$ cat src/rtl/gfc_pkg.sv
`timescale 1ns / 1ps

package gfc_pkg;

   // register indexes on the csr channel
   localparam logic [2:0] CSR_CANVAS_WIDTH      = 3'd0;
   localparam logic [2:0] CSR_RECT_LEFT         = 3'd1;
   localparam logic [2:0] CSR_RECT_TOP          = 3'd2;
   localparam logic [2:0] CSR_RECT_WIDTH        = 3'd3;
   localparam logic [2:0] CSR_RECT_HEIGHT       = 3'd4;
   localparam logic [2:0] CSR_TRANSPARENT_INDEX = 3'd5;
   localparam logic [2:0] CSR_FILL_INDEX        = 3'd6;
   localparam logic [2:0] CSR_KEEP_PREVIOUS     = 3'd7;

   localparam int DEFAULT_MAX_PIXELS = 65536;

   localparam int COORD_W = 16;
   localparam int INDEX_W = 8;
   localparam int CSR_DATA_W = 16;

   // canvas position of one pixel
   typedef struct packed {
      logic [COORD_W-1:0] row;
      logic [COORD_W-1:0] col;
   } pos_type;

   // step request from the front end to the position tracker
   typedef struct packed {
      logic step;   // a pixel word is accepted this cycle
      logic start;  // that word opens a frame
   } track_ctrl_type;

endpackage

$ cat src/rtl/gfc_pos_track.sv
`timescale 1ns / 1ps

module gfc_pos_track #(
   parameter int MAX_PIXELS = gfc_pkg::DEFAULT_MAX_PIXELS,
   parameter int AW = $clog2(MAX_PIXELS)
) (
   input  logic                        clock,
   input  logic                        reset,
   input  gfc_pkg::track_ctrl_type     ctrl,
   input  logic [gfc_pkg::COORD_W-1:0] canvas_width,
   input  logic                        width_load,
   output gfc_pkg::pos_type            cur_pos,
   output logic [AW-1:0]               cur_addr,
   output logic                        busy
);
   import gfc_pkg::*;

   localparam logic [AW:0] MOD = (AW+1)'(MAX_PIXELS);

   typedef enum logic [1:0] {
      TRK_IDLE,
      TRK_REDUCE,
      TRK_MULT,
      TRK_FINISH
   } trk_state_type;

   // (a + b) mod MAX_PIXELS for a, b below MAX_PIXELS
   function automatic logic [AW-1:0] mod_add(input logic [AW-1:0] a, input logic [AW-1:0] b);
      logic [AW:0] s;
      s = {1'b0, a} + {1'b0, b};
      if (s >= MOD) s = s - MOD;
      return s[AW-1:0];
   endfunction

   // (2a + b) mod MAX_PIXELS for a below MAX_PIXELS
   function automatic logic [AW-1:0] mod_dbl(input logic [AW-1:0] a, input logic b);
      logic [AW:0] s;
      s = {a, b};
      if (s >= MOD) s = s - MOD;
      return s[AW-1:0];
   endfunction

   trk_state_type    state_ff;
   logic [3:0]       cnt_ff;
   logic [COORD_W-1:0] row_ff, row_in;
   logic [COORD_W-1:0] col_ff, col_in;
   logic [AW-1:0]    rowbase_ff, rowbase_in;   // row * width mod MAX_PIXELS
   logic [AW-1:0]    addr_ff, addr_in;         // rowbase + col mod MAX_PIXELS
   logic [AW-1:0]    wm_ff;                    // width mod MAX_PIXELS

   logic [3:0]       bit_sel;
   logic [COORD_W:0] col_next;
   logic             wrap;
   logic [AW:0]      addr_inc;

   assign bit_sel = ~cnt_ff;
   assign busy    = (state_ff != TRK_IDLE);

   // position of the pixel taken now
   always_comb begin
      cur_pos.row = ctrl.start ? '0 : row_ff;
      cur_pos.col = ctrl.start ? '0 : col_ff;
      cur_addr    = ctrl.start ? '0 : addr_ff;
   end

   always_comb begin
      col_next = {1'b0, cur_pos.col} + 1'b1;
      wrap     = (col_next >= {1'b0, canvas_width});
      addr_inc = {1'b0, cur_addr} + 1'b1;
      if (wrap) begin
         col_in = '0;
         row_in = cur_pos.row + 1'b1;
         // row wraps to zero: its base returns to zero too
         rowbase_in = (row_in == '0) ? '0 :
                      mod_add(ctrl.start ? '0 : rowbase_ff, wm_ff);
         addr_in = rowbase_in;
      end else begin
         col_in     = col_next[COORD_W-1:0];
         row_in     = cur_pos.row;
         rowbase_in = ctrl.start ? '0 : rowbase_ff;
         addr_in    = (addr_inc == MOD) ? '0 : addr_inc[AW-1:0];
      end
   end

   // a width write rebuilds the bases from row and column, one bit a cycle
   always_ff @(posedge clock) begin
      if (reset) begin
         state_ff   <= TRK_IDLE;
         cnt_ff     <= '0;
         row_ff     <= '0;
         col_ff     <= '0;
         rowbase_ff <= '0;
         addr_ff    <= '0;
         wm_ff      <= AW'(1);
      end else if (width_load) begin
         state_ff   <= TRK_REDUCE;
         cnt_ff     <= '0;
         rowbase_ff <= '0;
         addr_ff    <= '0;
         wm_ff      <= '0;
      end else begin
         case (state_ff)
            TRK_IDLE: begin
               if (ctrl.step) begin
                  row_ff     <= row_in;
                  col_ff     <= col_in;
                  rowbase_ff <= rowbase_in;
                  addr_ff    <= addr_in;
               end
            end
            TRK_REDUCE: begin
               // addr_ff gathers col mod MAX_PIXELS here
               wm_ff   <= mod_dbl(wm_ff, canvas_width[bit_sel]);
               addr_ff <= mod_dbl(addr_ff, col_ff[bit_sel]);
               cnt_ff  <= cnt_ff + 1'b1;
               if (cnt_ff == 4'hF) state_ff <= TRK_MULT;
            end
            TRK_MULT: begin
               rowbase_ff <= mod_add(mod_dbl(rowbase_ff, 1'b0),
                                     row_ff[bit_sel] ? wm_ff : '0);
               cnt_ff     <= cnt_ff + 1'b1;
               if (cnt_ff == 4'hF) state_ff <= TRK_FINISH;
            end
            TRK_FINISH: begin
               addr_ff  <= mod_add(rowbase_ff, addr_ff);
               state_ff <= TRK_IDLE;
            end
            default: state_ff <= TRK_IDLE;
         endcase
      end
   end

endmodule

$ cat config.mk
export PLATFORM = sky130hd
export DESIGN_NAME = gfc_pos_track
export DESIGN_NICKNAME = d
export VERILOG_FILES = /design/src/rtl/gfc_pkg.sv /design/src/rtl/gfc_pos_track.sv
export SDC_FILE = /design/constraint.sdc
export NUM_CORES = 1
export LEC_CHECK = 0
export BUFFER_PORTS_ARGS = -buffer_cell sky130_fd_sc_hd__buf_4
export CAP_MARGIN = 10
export CORE_UTILIZATION = 40
export CTS_CLUSTER_DIAMETER = 80
export DETAILED_ROUTE_END_ITERATION = 16
export PLACE_DENSITY = 0.54
export SYNTH_ARGS = -nofsm -noshare
export SYNTH_HDL_FRONTEND = slang
export SYNTH_SLANG_ARGS = --single-unit
$ cat constraint.sdc
create_clock -name clock -period 7.47 [get_ports clock]
set_input_delay 1.494 -clock clock [delete_from_list [all_inputs] [get_ports clock]]
set_output_delay 1.494 -clock clock [all_outputs]
set_load 0.05 [all_outputs]
### Word level (Yosys, flattened, before mapping)

Index checks and enable logic that the tools add are counted.
Widths: inputs -> output; s select.

| operators by class | value |
|---|---|
| add/sub/neg operators | 13 |
| magnitude comparators | 8 |
| eq/ne operators | 10 |
| muxes and demuxes | 36 |
| bitwise gates (word level) | 2 |
| reduce and logical (&&, ||, !) cells | 15 |

Operator list:

| kind | number |
|---|---|
| $mux 16 | 22 |
| $ge 17x17->1 const B | 6 |
| $sub 16x1->16 const B | 6 |
| $add 16x16->17 | 3 |
| $pmux 16 s3 | 1 |
| $add 16x1->17 const B | 2 |
| $pmux 16 s2 | 1 |
| $eq 17x17->1 const B | 1 |
| $ge 17x16->1 | 1 |
| $add 16x1->16 const B | 1 |
| $logic_not 16->1 | 1 |
| $bmux 1 s4 | 3 |
| $reduce_and 3->1 | 3 |
| $mux 1 | 6 |
| $ne 2x2->1 const B | 3 |
| $ne 3x3->1 const B | 2 |
| $pmux 2 s3 | 1 |
| $reduce_bool 2->1 | 3 |
| $reduce_bool 3->1 | 2 |
| $lt 4x5->1 const B | 1 |
| $add 4x1->4 const B | 1 |
| $eq 2x2->1 const B | 2 |
| $eq 4x4->1 const B | 1 |
| $mux 2 | 2 |
| other kinds (7) | 9 |

| storage, ports and cells | value |
|---|---|
| register bits after elaboration | 86 |
| input port bits | 21 |
| word-level logic and storage cells | 93 |

### Longest topological paths before layout

Gate-level depths: netlist of the first run.

| depth | value |
|---|---|
| depth in word-level cells | 9 |
| mapped depth | 24 |
| gate-level depth less buffers | 16 |

### Least setup slack after synthesis of the first run

OpenSTA, ideal clock, no wires.

| path | value |
|---|---|
| kind | input to register |
| from | in ctrl[0] (netlist name) |
| to | reg rowbase_ff[14] |
| library setup time | 74 ps |
| arrival | 6358 ps |
| data required time | 7396 ps |
| setup slack | 1038 ps |
| cell stages on the path | 22 |
| path buffers | 6 |
| cell sequence | clkbuf_1 clkbuf_1 buf_2 clkbuf_1 clkbuf_1 nor2b_1 ha_1 and4_1 nand4_1 nor3b_2 nand2_1 xnor2_1 ha_1 o21a_1 o21a_1 o31ai_1 a211oi_1 a211o_1 buf_2 and2_4 or3b_2 a31oi_1 |

RTL lines:

| element | line | text |
|---|---|---|
| start, declared | gfc_pos_track.sv:9 | `input gfc_pkg::track_ctrl_type ctrl,` |
| end signal, assigned | gfc_pos_track.sv:107 | `rowbase_ff <= rowbase_in;` |
| end signal, assigned | gfc_pos_track.sv:119 | `rowbase_ff <= mod_add(mod_dbl(rowbase_ff, 1'b0),` |
| end, declared | gfc_pos_track.sv:47 | `logic [AW-1:0] rowbase_ff, rowbase_in;` |

### Worst setup path in the final report of the first run

| path | value |
|---|---|
| from | in ctrl[0] (netlist name) |
| to | reg rowbase_ff[14] |

| between the ends | value |
|---|---|
| longest elaborated chain between the ends | 8 |
| elaborated cells between the ends (all ways) | 15 |

RTL lines:

| element | line | text |
|---|---|---|
| $mux 16 | -- |  |
| $add 16x16->17 | gfc_pos_track.sv:30 | `s = {1'b0, a} + {1'b0, b};` |
| $sub 16x1->16 / $ge 17x17->1 (equally long branches) | gfc_pos_track.sv:31 | `if (s >= MOD) s = s - MOD;` |
| $mux 16 | gfc_pos_track.sv:31 |  |
| $mux 16 | gfc_pos_track.sv:74 | `rowbase_in = (row_in == '0) ? '0 :` |
| $mux 16 (*) | gfc_pos_track.sv:70 | `if (wrap) begin` |
| $mux 16 (*) | gfc_pos_track.sv:104 | `if (ctrl.step) begin` |
| $pmux 16 s2 (*) | gfc_pos_track.sv:102 | `case (state_ff)` |

Mark *: on every way between the ends. The rest lies on a longest branch, timed or not. The select of a mux whose other input is x is not followed.
A chain may end at the register's enable or synchronous reset.

==> results of run 1 <==
## registers in the layout, summed over array words and instances (netlist names)
name	cells
col_ff	16
addr_ff	16
rowbase_ff	16
wm_ff	16
state_ff	2
row_ff	16
cnt_ff	4
## tightest hold or removal path, cell delays in order (launching register included)
cell and delay (ns):
dfxtp_1 0.32, nand2_1 0.06, a21oi_1 0.05
## cells by family after synthesis
| logic type | count (synthesis) | share of synthesized area (%) |
|---|---|---|
| AO/OA/AOI/OAI | 284 | 23.0 |
| XOR/XNOR | 71 | 7.54 |
| adder cells (fa/ha/maj) | 73 | 11.4 |
| buffers and inverters | 97 | 4.93 |
| flip-flops | 86 | 20.9 |
| multiplexers | 37 | 6.69 |
| AND/OR/NAND/NOR | 402 | 25.6 |
## power groups by stage
stage	registers (mW)	clock network (mW)	logic, mW
finish	0.486	0.438	0.241
global route	0.487	0.463	0.263
CTS	0.485	0.446	0.240
detailed placement	0.496	0	0.240
global placement	0.496	0	0.237
floorplan	0.490	0	0.173
## path summary, 6_finish.rpt
| check | start | endpoint | slack, ns | cells past startpoint |
|---|---|---|---|---|
| setup / recovery | ctrl[0] | rowbase_ff[14] | 1.69 | 17 |
| hold / removal | col_ff[4] | col_ff[4] | 0.48 | 2 |
| setup reg to reg | col_ff[0] | rowbase_ff[14] | 2.70 | 16 |
| hold reg to reg | col_ff[4] | col_ff[4] | 0.48 | 2 |
## routing by layer
| metal | track usage, % | vias up | share of wire [%] |
|---|---|---|---|
| met1 | 29.6 | 3736 | 44 |
| met5 | 0 | - | 0 |
| met4 | 7.21 | 0 | 2.2 |
| met2 | 42.2 | 214 | 49 |
| met3 | 3.67 | 30 | 4.6 |
| li1 | - | 3920 | - |
## area by class of cell
type | count | area share, %
clock buffer | 11 | 2.52
clock inverter | 5 | 0.380
inverter | 34 | 1.38
multi-input combinational | 867 | 66.6
sequential | 86 | 18.7
tap | 270 | 3.66
timing repair buffer | 83 | 6.80
## placed cells by master (no fill, tap or decap), types with 8 or more instances in the layout
master,count
a211o_1,8
a21o_1,11
a21oi_1,81
a221o_1,9
a221oi_1,15
a31oi_1,21
and3_1,13
buf_4,82
clkbuf_16,9
dfxtp_1,86
ha_1,69
inv_1,32
mux2i_1,21
mux4_2,13
nand2_1,79
nand3_1,51
nand4_1,16
nor2_1,83
nor2b_1,82
nor3_1,27
o21a_1,12
o21ai_0,54
o21bai_1,8
o221ai_1,9
xnor2_1,46
xor2_1,25
## metrics by stage
stage / power [mW] / instances
after detailed placement: 0.736 / 1340
after global placement: 0.734 / 1339
after floorplan: 0.663 / 1050
final: 1.16 / 1356
after global routing: 1.21 / 1356
after CTS: 1.17 / 1356
==> metrics.txt, run 1 <==
Synthesized Nets 1,144; Net Sw Frac 32.4%; RSZ-0062 raised after global routing false; Mapped Cells 1,050; CTS root buf clkbuf_16; Required @ worst endpoint 7.76 ns; Sw Pwr 0.378 mW; mapped cell area 0.00825 sq mm; # IOs 70; pin count of the biggest net entering global routing 67; core box area 0.0202 sq mm; CTS tree yes; worst skew pair latency 0.36 ns; hold slack 0.477 ns; residual DRC count 0; Post-CTS Hold Buffers 0; Synth area leader dfxtp_1; crit-path leading delay family simple AND/OR/NAND/NOR gates; Logic pwr share 20.7%; Seq. cell area 0.00172 sq mm; post-cts sizing count 0; clock sinks 86; Worst Skew 0.00854 ns; first-pass GRT wire length 40,500 um; Iter 0 DRT Violations 429; CP Launch Type input port; slowest CP cell a211oi_1; layout cells sized above 1 12.4%; CTS buffer count 9; Final WS setup 1.69 ns; Hold Path Class flop to flop; clock network power share 37.6%; Post-synth EDFFs 0; post-synth top area share 20.9%; die area 0.0212 sq mm; CP Buf/Inv Count 1; initial antenna violation count 0; number of distinct library cells after synthesis 72; Longest Clk Path Bufs 2; post-DR vias/cell 5.83; Mapped Avg Cell Area 7.85 sq um; max-cap viol count 0; Setup TNS 0 ns; # H-tree levels 3; DRT Pass-1 Iters 5; CP Capture Type flop; worst slack, placed 1.35 ns; sequential fraction of design power 41.7%; fill count 2,061; Seq/Total Area, Yosys 20.9%; Final Hold Violating Endpoints 0; area of the multi-input gates 0.00614 sq mm; DP Area 0.00895 sq mm; fmax 0.173 GHz; die height 146 um; Worst Tran Pin Value 1.11 ns; fin util 45.6%; Tmin final 5.78 ns; post-synthesis async set-or-reset flop share 0%; top post-synthesis cells by area dfxtp_1, ha_1, nor2b_1; nets 1,175; crit-path max FO 34; Power Dens Cells 126 mW/mm^2; final number of setup-violating endpoints 0; DP HPWL 18,500 um; grt ovf 0; flops & latches, synth 86; ys flop type dfxtp_1; diode count 0; port bufs 69; Rel. slew slack 25.2%; yosys warns 0; top cells by count, synth dfxtp_1, nor2_1, nor2b_1; antenna viol nets, final 0; GRT Overall Usage 23.8%; Post-CTS Setup Inserts 0; GPL Wtd Cong 0.878; static leakage 3.79 nW; via count 7,900; Critical Path AT 6.07 ns; outcome finished, final reports clean; period utilization 77.4%; post-route design area 0.00922 sq mm; starting density of the core 40.7%; Rows 52; post-DR wirelength/cell 18.5 um; Pins Over Slew Limit 0; CP max stage delay 0.48 ns; ordered list of cells on the worst path buf_4 > nor2b_1 > ha_1 > and4_1 > nand4_1 > nor3b_2 > nand2_1 > xnor2_1 > ha_1 > o21a_1 > o21a_1 > o31ai_1 > a211oi_1 > a211o_1 > and2_4 > or3b_2 > a31oi_1; Worst-path clk slew 0.07 ns; area grow syn2layout 11.8%; vias in the first global route 7,608; Total Routed Length 25,100 um; Die Wd 146 um; peak supply drop 0.118 mV; critical path type input port to flop; Pint 0.786 mW; most common cell in the netlist dfxtp_1
No activity file was read; power rests on OpenSTA's default activity.
==> run 2: changes to the inputs <==
Clock period 7.47 ns to 5.4 ns, I/O delays scaled along.
==> metrics.txt, run 2 (same netlist as run 1, synthesis figures left out) <==
outcome finished, final reports clean; fill count 2,098; # IOs 70; port bufs 69; starting density of the core 40.7%; Die Wd 146 um; clock sinks 86; core box area 0.0202 sq mm; ordered list of cells on the worst path buf_4 > nor2b_4 > ha_4 > and4_1 > nand4_1 > nor3b_2 > nand2_1 > xnor2_1 > ha_1 > o21a_1 > o21a_1 > o31ai_1 > a211oi_1 > a211o_1 > and2_4 > or3b_2 > a31oi_1; CTS root buf clkbuf_16; pin count of the biggest net entering global routing 90; CP Capture Type flop; Rows 52; GRT Overall Usage 24.6%; dpl cells 1,343; initial antenna violation count 0; Worst Skew 0.00786 ns; # H-tree levels 3; GPL Wtd Cong 0.871; die height 146 um; area grow syn2layout 13.0%; final number of setup-violating endpoints 0; Post-CTS Setup Inserts 0; antenna viol nets, final 0; CP Launch Type input port; Critical Path AT 5.15 ns; via count 7,932; Final Instance Count excl. Fillers 1,361; residual DRC count 0; fin util 46.0%; Post-CTS Hold Buffers 0; Longest Clk Path Bufs 2; Power Dens Cells 180 mW/mm^2; DP HPWL 18,400 um; CTS buffer count 9; nets 1,179; worst slack, placed 0.212 ns; CTS tree yes; critical path type input port to flop; Worst Tran Pin Value 1.22 ns; first-pass GRT wire length 42,000 um; CP max stage delay 0.48 ns; commonest cells after routing, fill and taps aside dfxtp_1, buf_4, nor2_1; grt ovf 0; Final Hold Violating Endpoints 0; post-DR vias/cell 5.83; static leakage 3.82 nW; layout cells sized above 1 12.9%; Pins Over Slew Limit 0; slowest CP cell or3b_2; period utilization 90.0%; Required @ worst endpoint 5.69 ns; max-cap viol count 0; post-DR wirelength/cell 18.7 um; post-cts sizing count 0; Tmin final 4.86 ns; Total Routed Length 25,400 um; Rel. slew slack 18.2%; die area 0.0212 sq mm; most used cell, CP o21a_1; Worst-path clk slew 0.07 ns; crit-path max FO 30; Hold Path Class flop to flop; Iter 0 DRT Violations 481; vias in the first global route 7,740; RSZ-0062 raised after global routing false; DRT Pass-1 Iters 5; DP Area 0.00901 sq mm; peak supply drop 0.142 mV; post-route design area 0.00931 sq mm; hold slack 0.484 ns; fmax 0.206 GHz; Final WS setup 0.539 ns; worst skew pair latency 0.36 ns
[run 2: where the power goes]
part	switching [mW]	internal [mW]	leakage, nW
sequential	0.0238	0.649	0.696
combinational	0.208	0.125	2.98
clock	0.298	0.373	0.144
[run 2: worst max-delay path: cells and delay by family]
family | cells | cell delay [ns]
buffers and inverters | 1 | 0.18
adder cells (fa/ha/maj) | 2 | 0.50
XOR/XNOR | 1 | 0.16
AND/OR/NAND/NOR | 7 | 1.96
AO/OA/AOI/OAI | 6 | 1.23
[run 2: final timing paths]
kind	startpoint	to	slack, ns	cells after the start
hold / removal	col_ff[4]	col_ff[4]	0.48	2
setup reg to reg	col_ff[0]	rowbase_ff[14]	1.05	16
hold reg to reg	col_ff[4]	col_ff[4]	0.48	2
setup / recovery	ctrl[0]	rowbase_ff[14]	0.54	17
[run 2: cell type report]
type                            instances  area [sq um]  area share (%)
Multi-Input combinational cell        867          6160            66.2
Tap cell                              270           338            3.63
Clock buffer                           13           250            2.69
Antenna cell                            1          2.50          0.0269
Inverter                               34           128            1.37
Timing Repair Buffer                   87           666            7.15
Sequential cell                        86          1720            18.5
Clock inverter                          3          43.8           0.470
[run 2: through the flow]
| stage | total power [mW] | setup TNS [ns] |
|---|---|---|
| after floorplan | 0.918 | -0.0132 |
| after global placement | 1.02 | 0 |
| after detailed placement | 1.02 | 0 |
| after CTS | 1.69 | 0 |
| after global routing | 1.75 | 0 |
| final | 1.68 | 0 |
[run 2: metal layers]
layer / vias to the layer above / wire length (um) / track usage (%)
met1: 3789 / 11600 / 31.2
met2: 165 / 12500 / 43.2
li1: 3944 / - / -
met5: - / 0 / 0
met4: 0 / 403 / 6.16
met3: 34 / 943 / 4.01
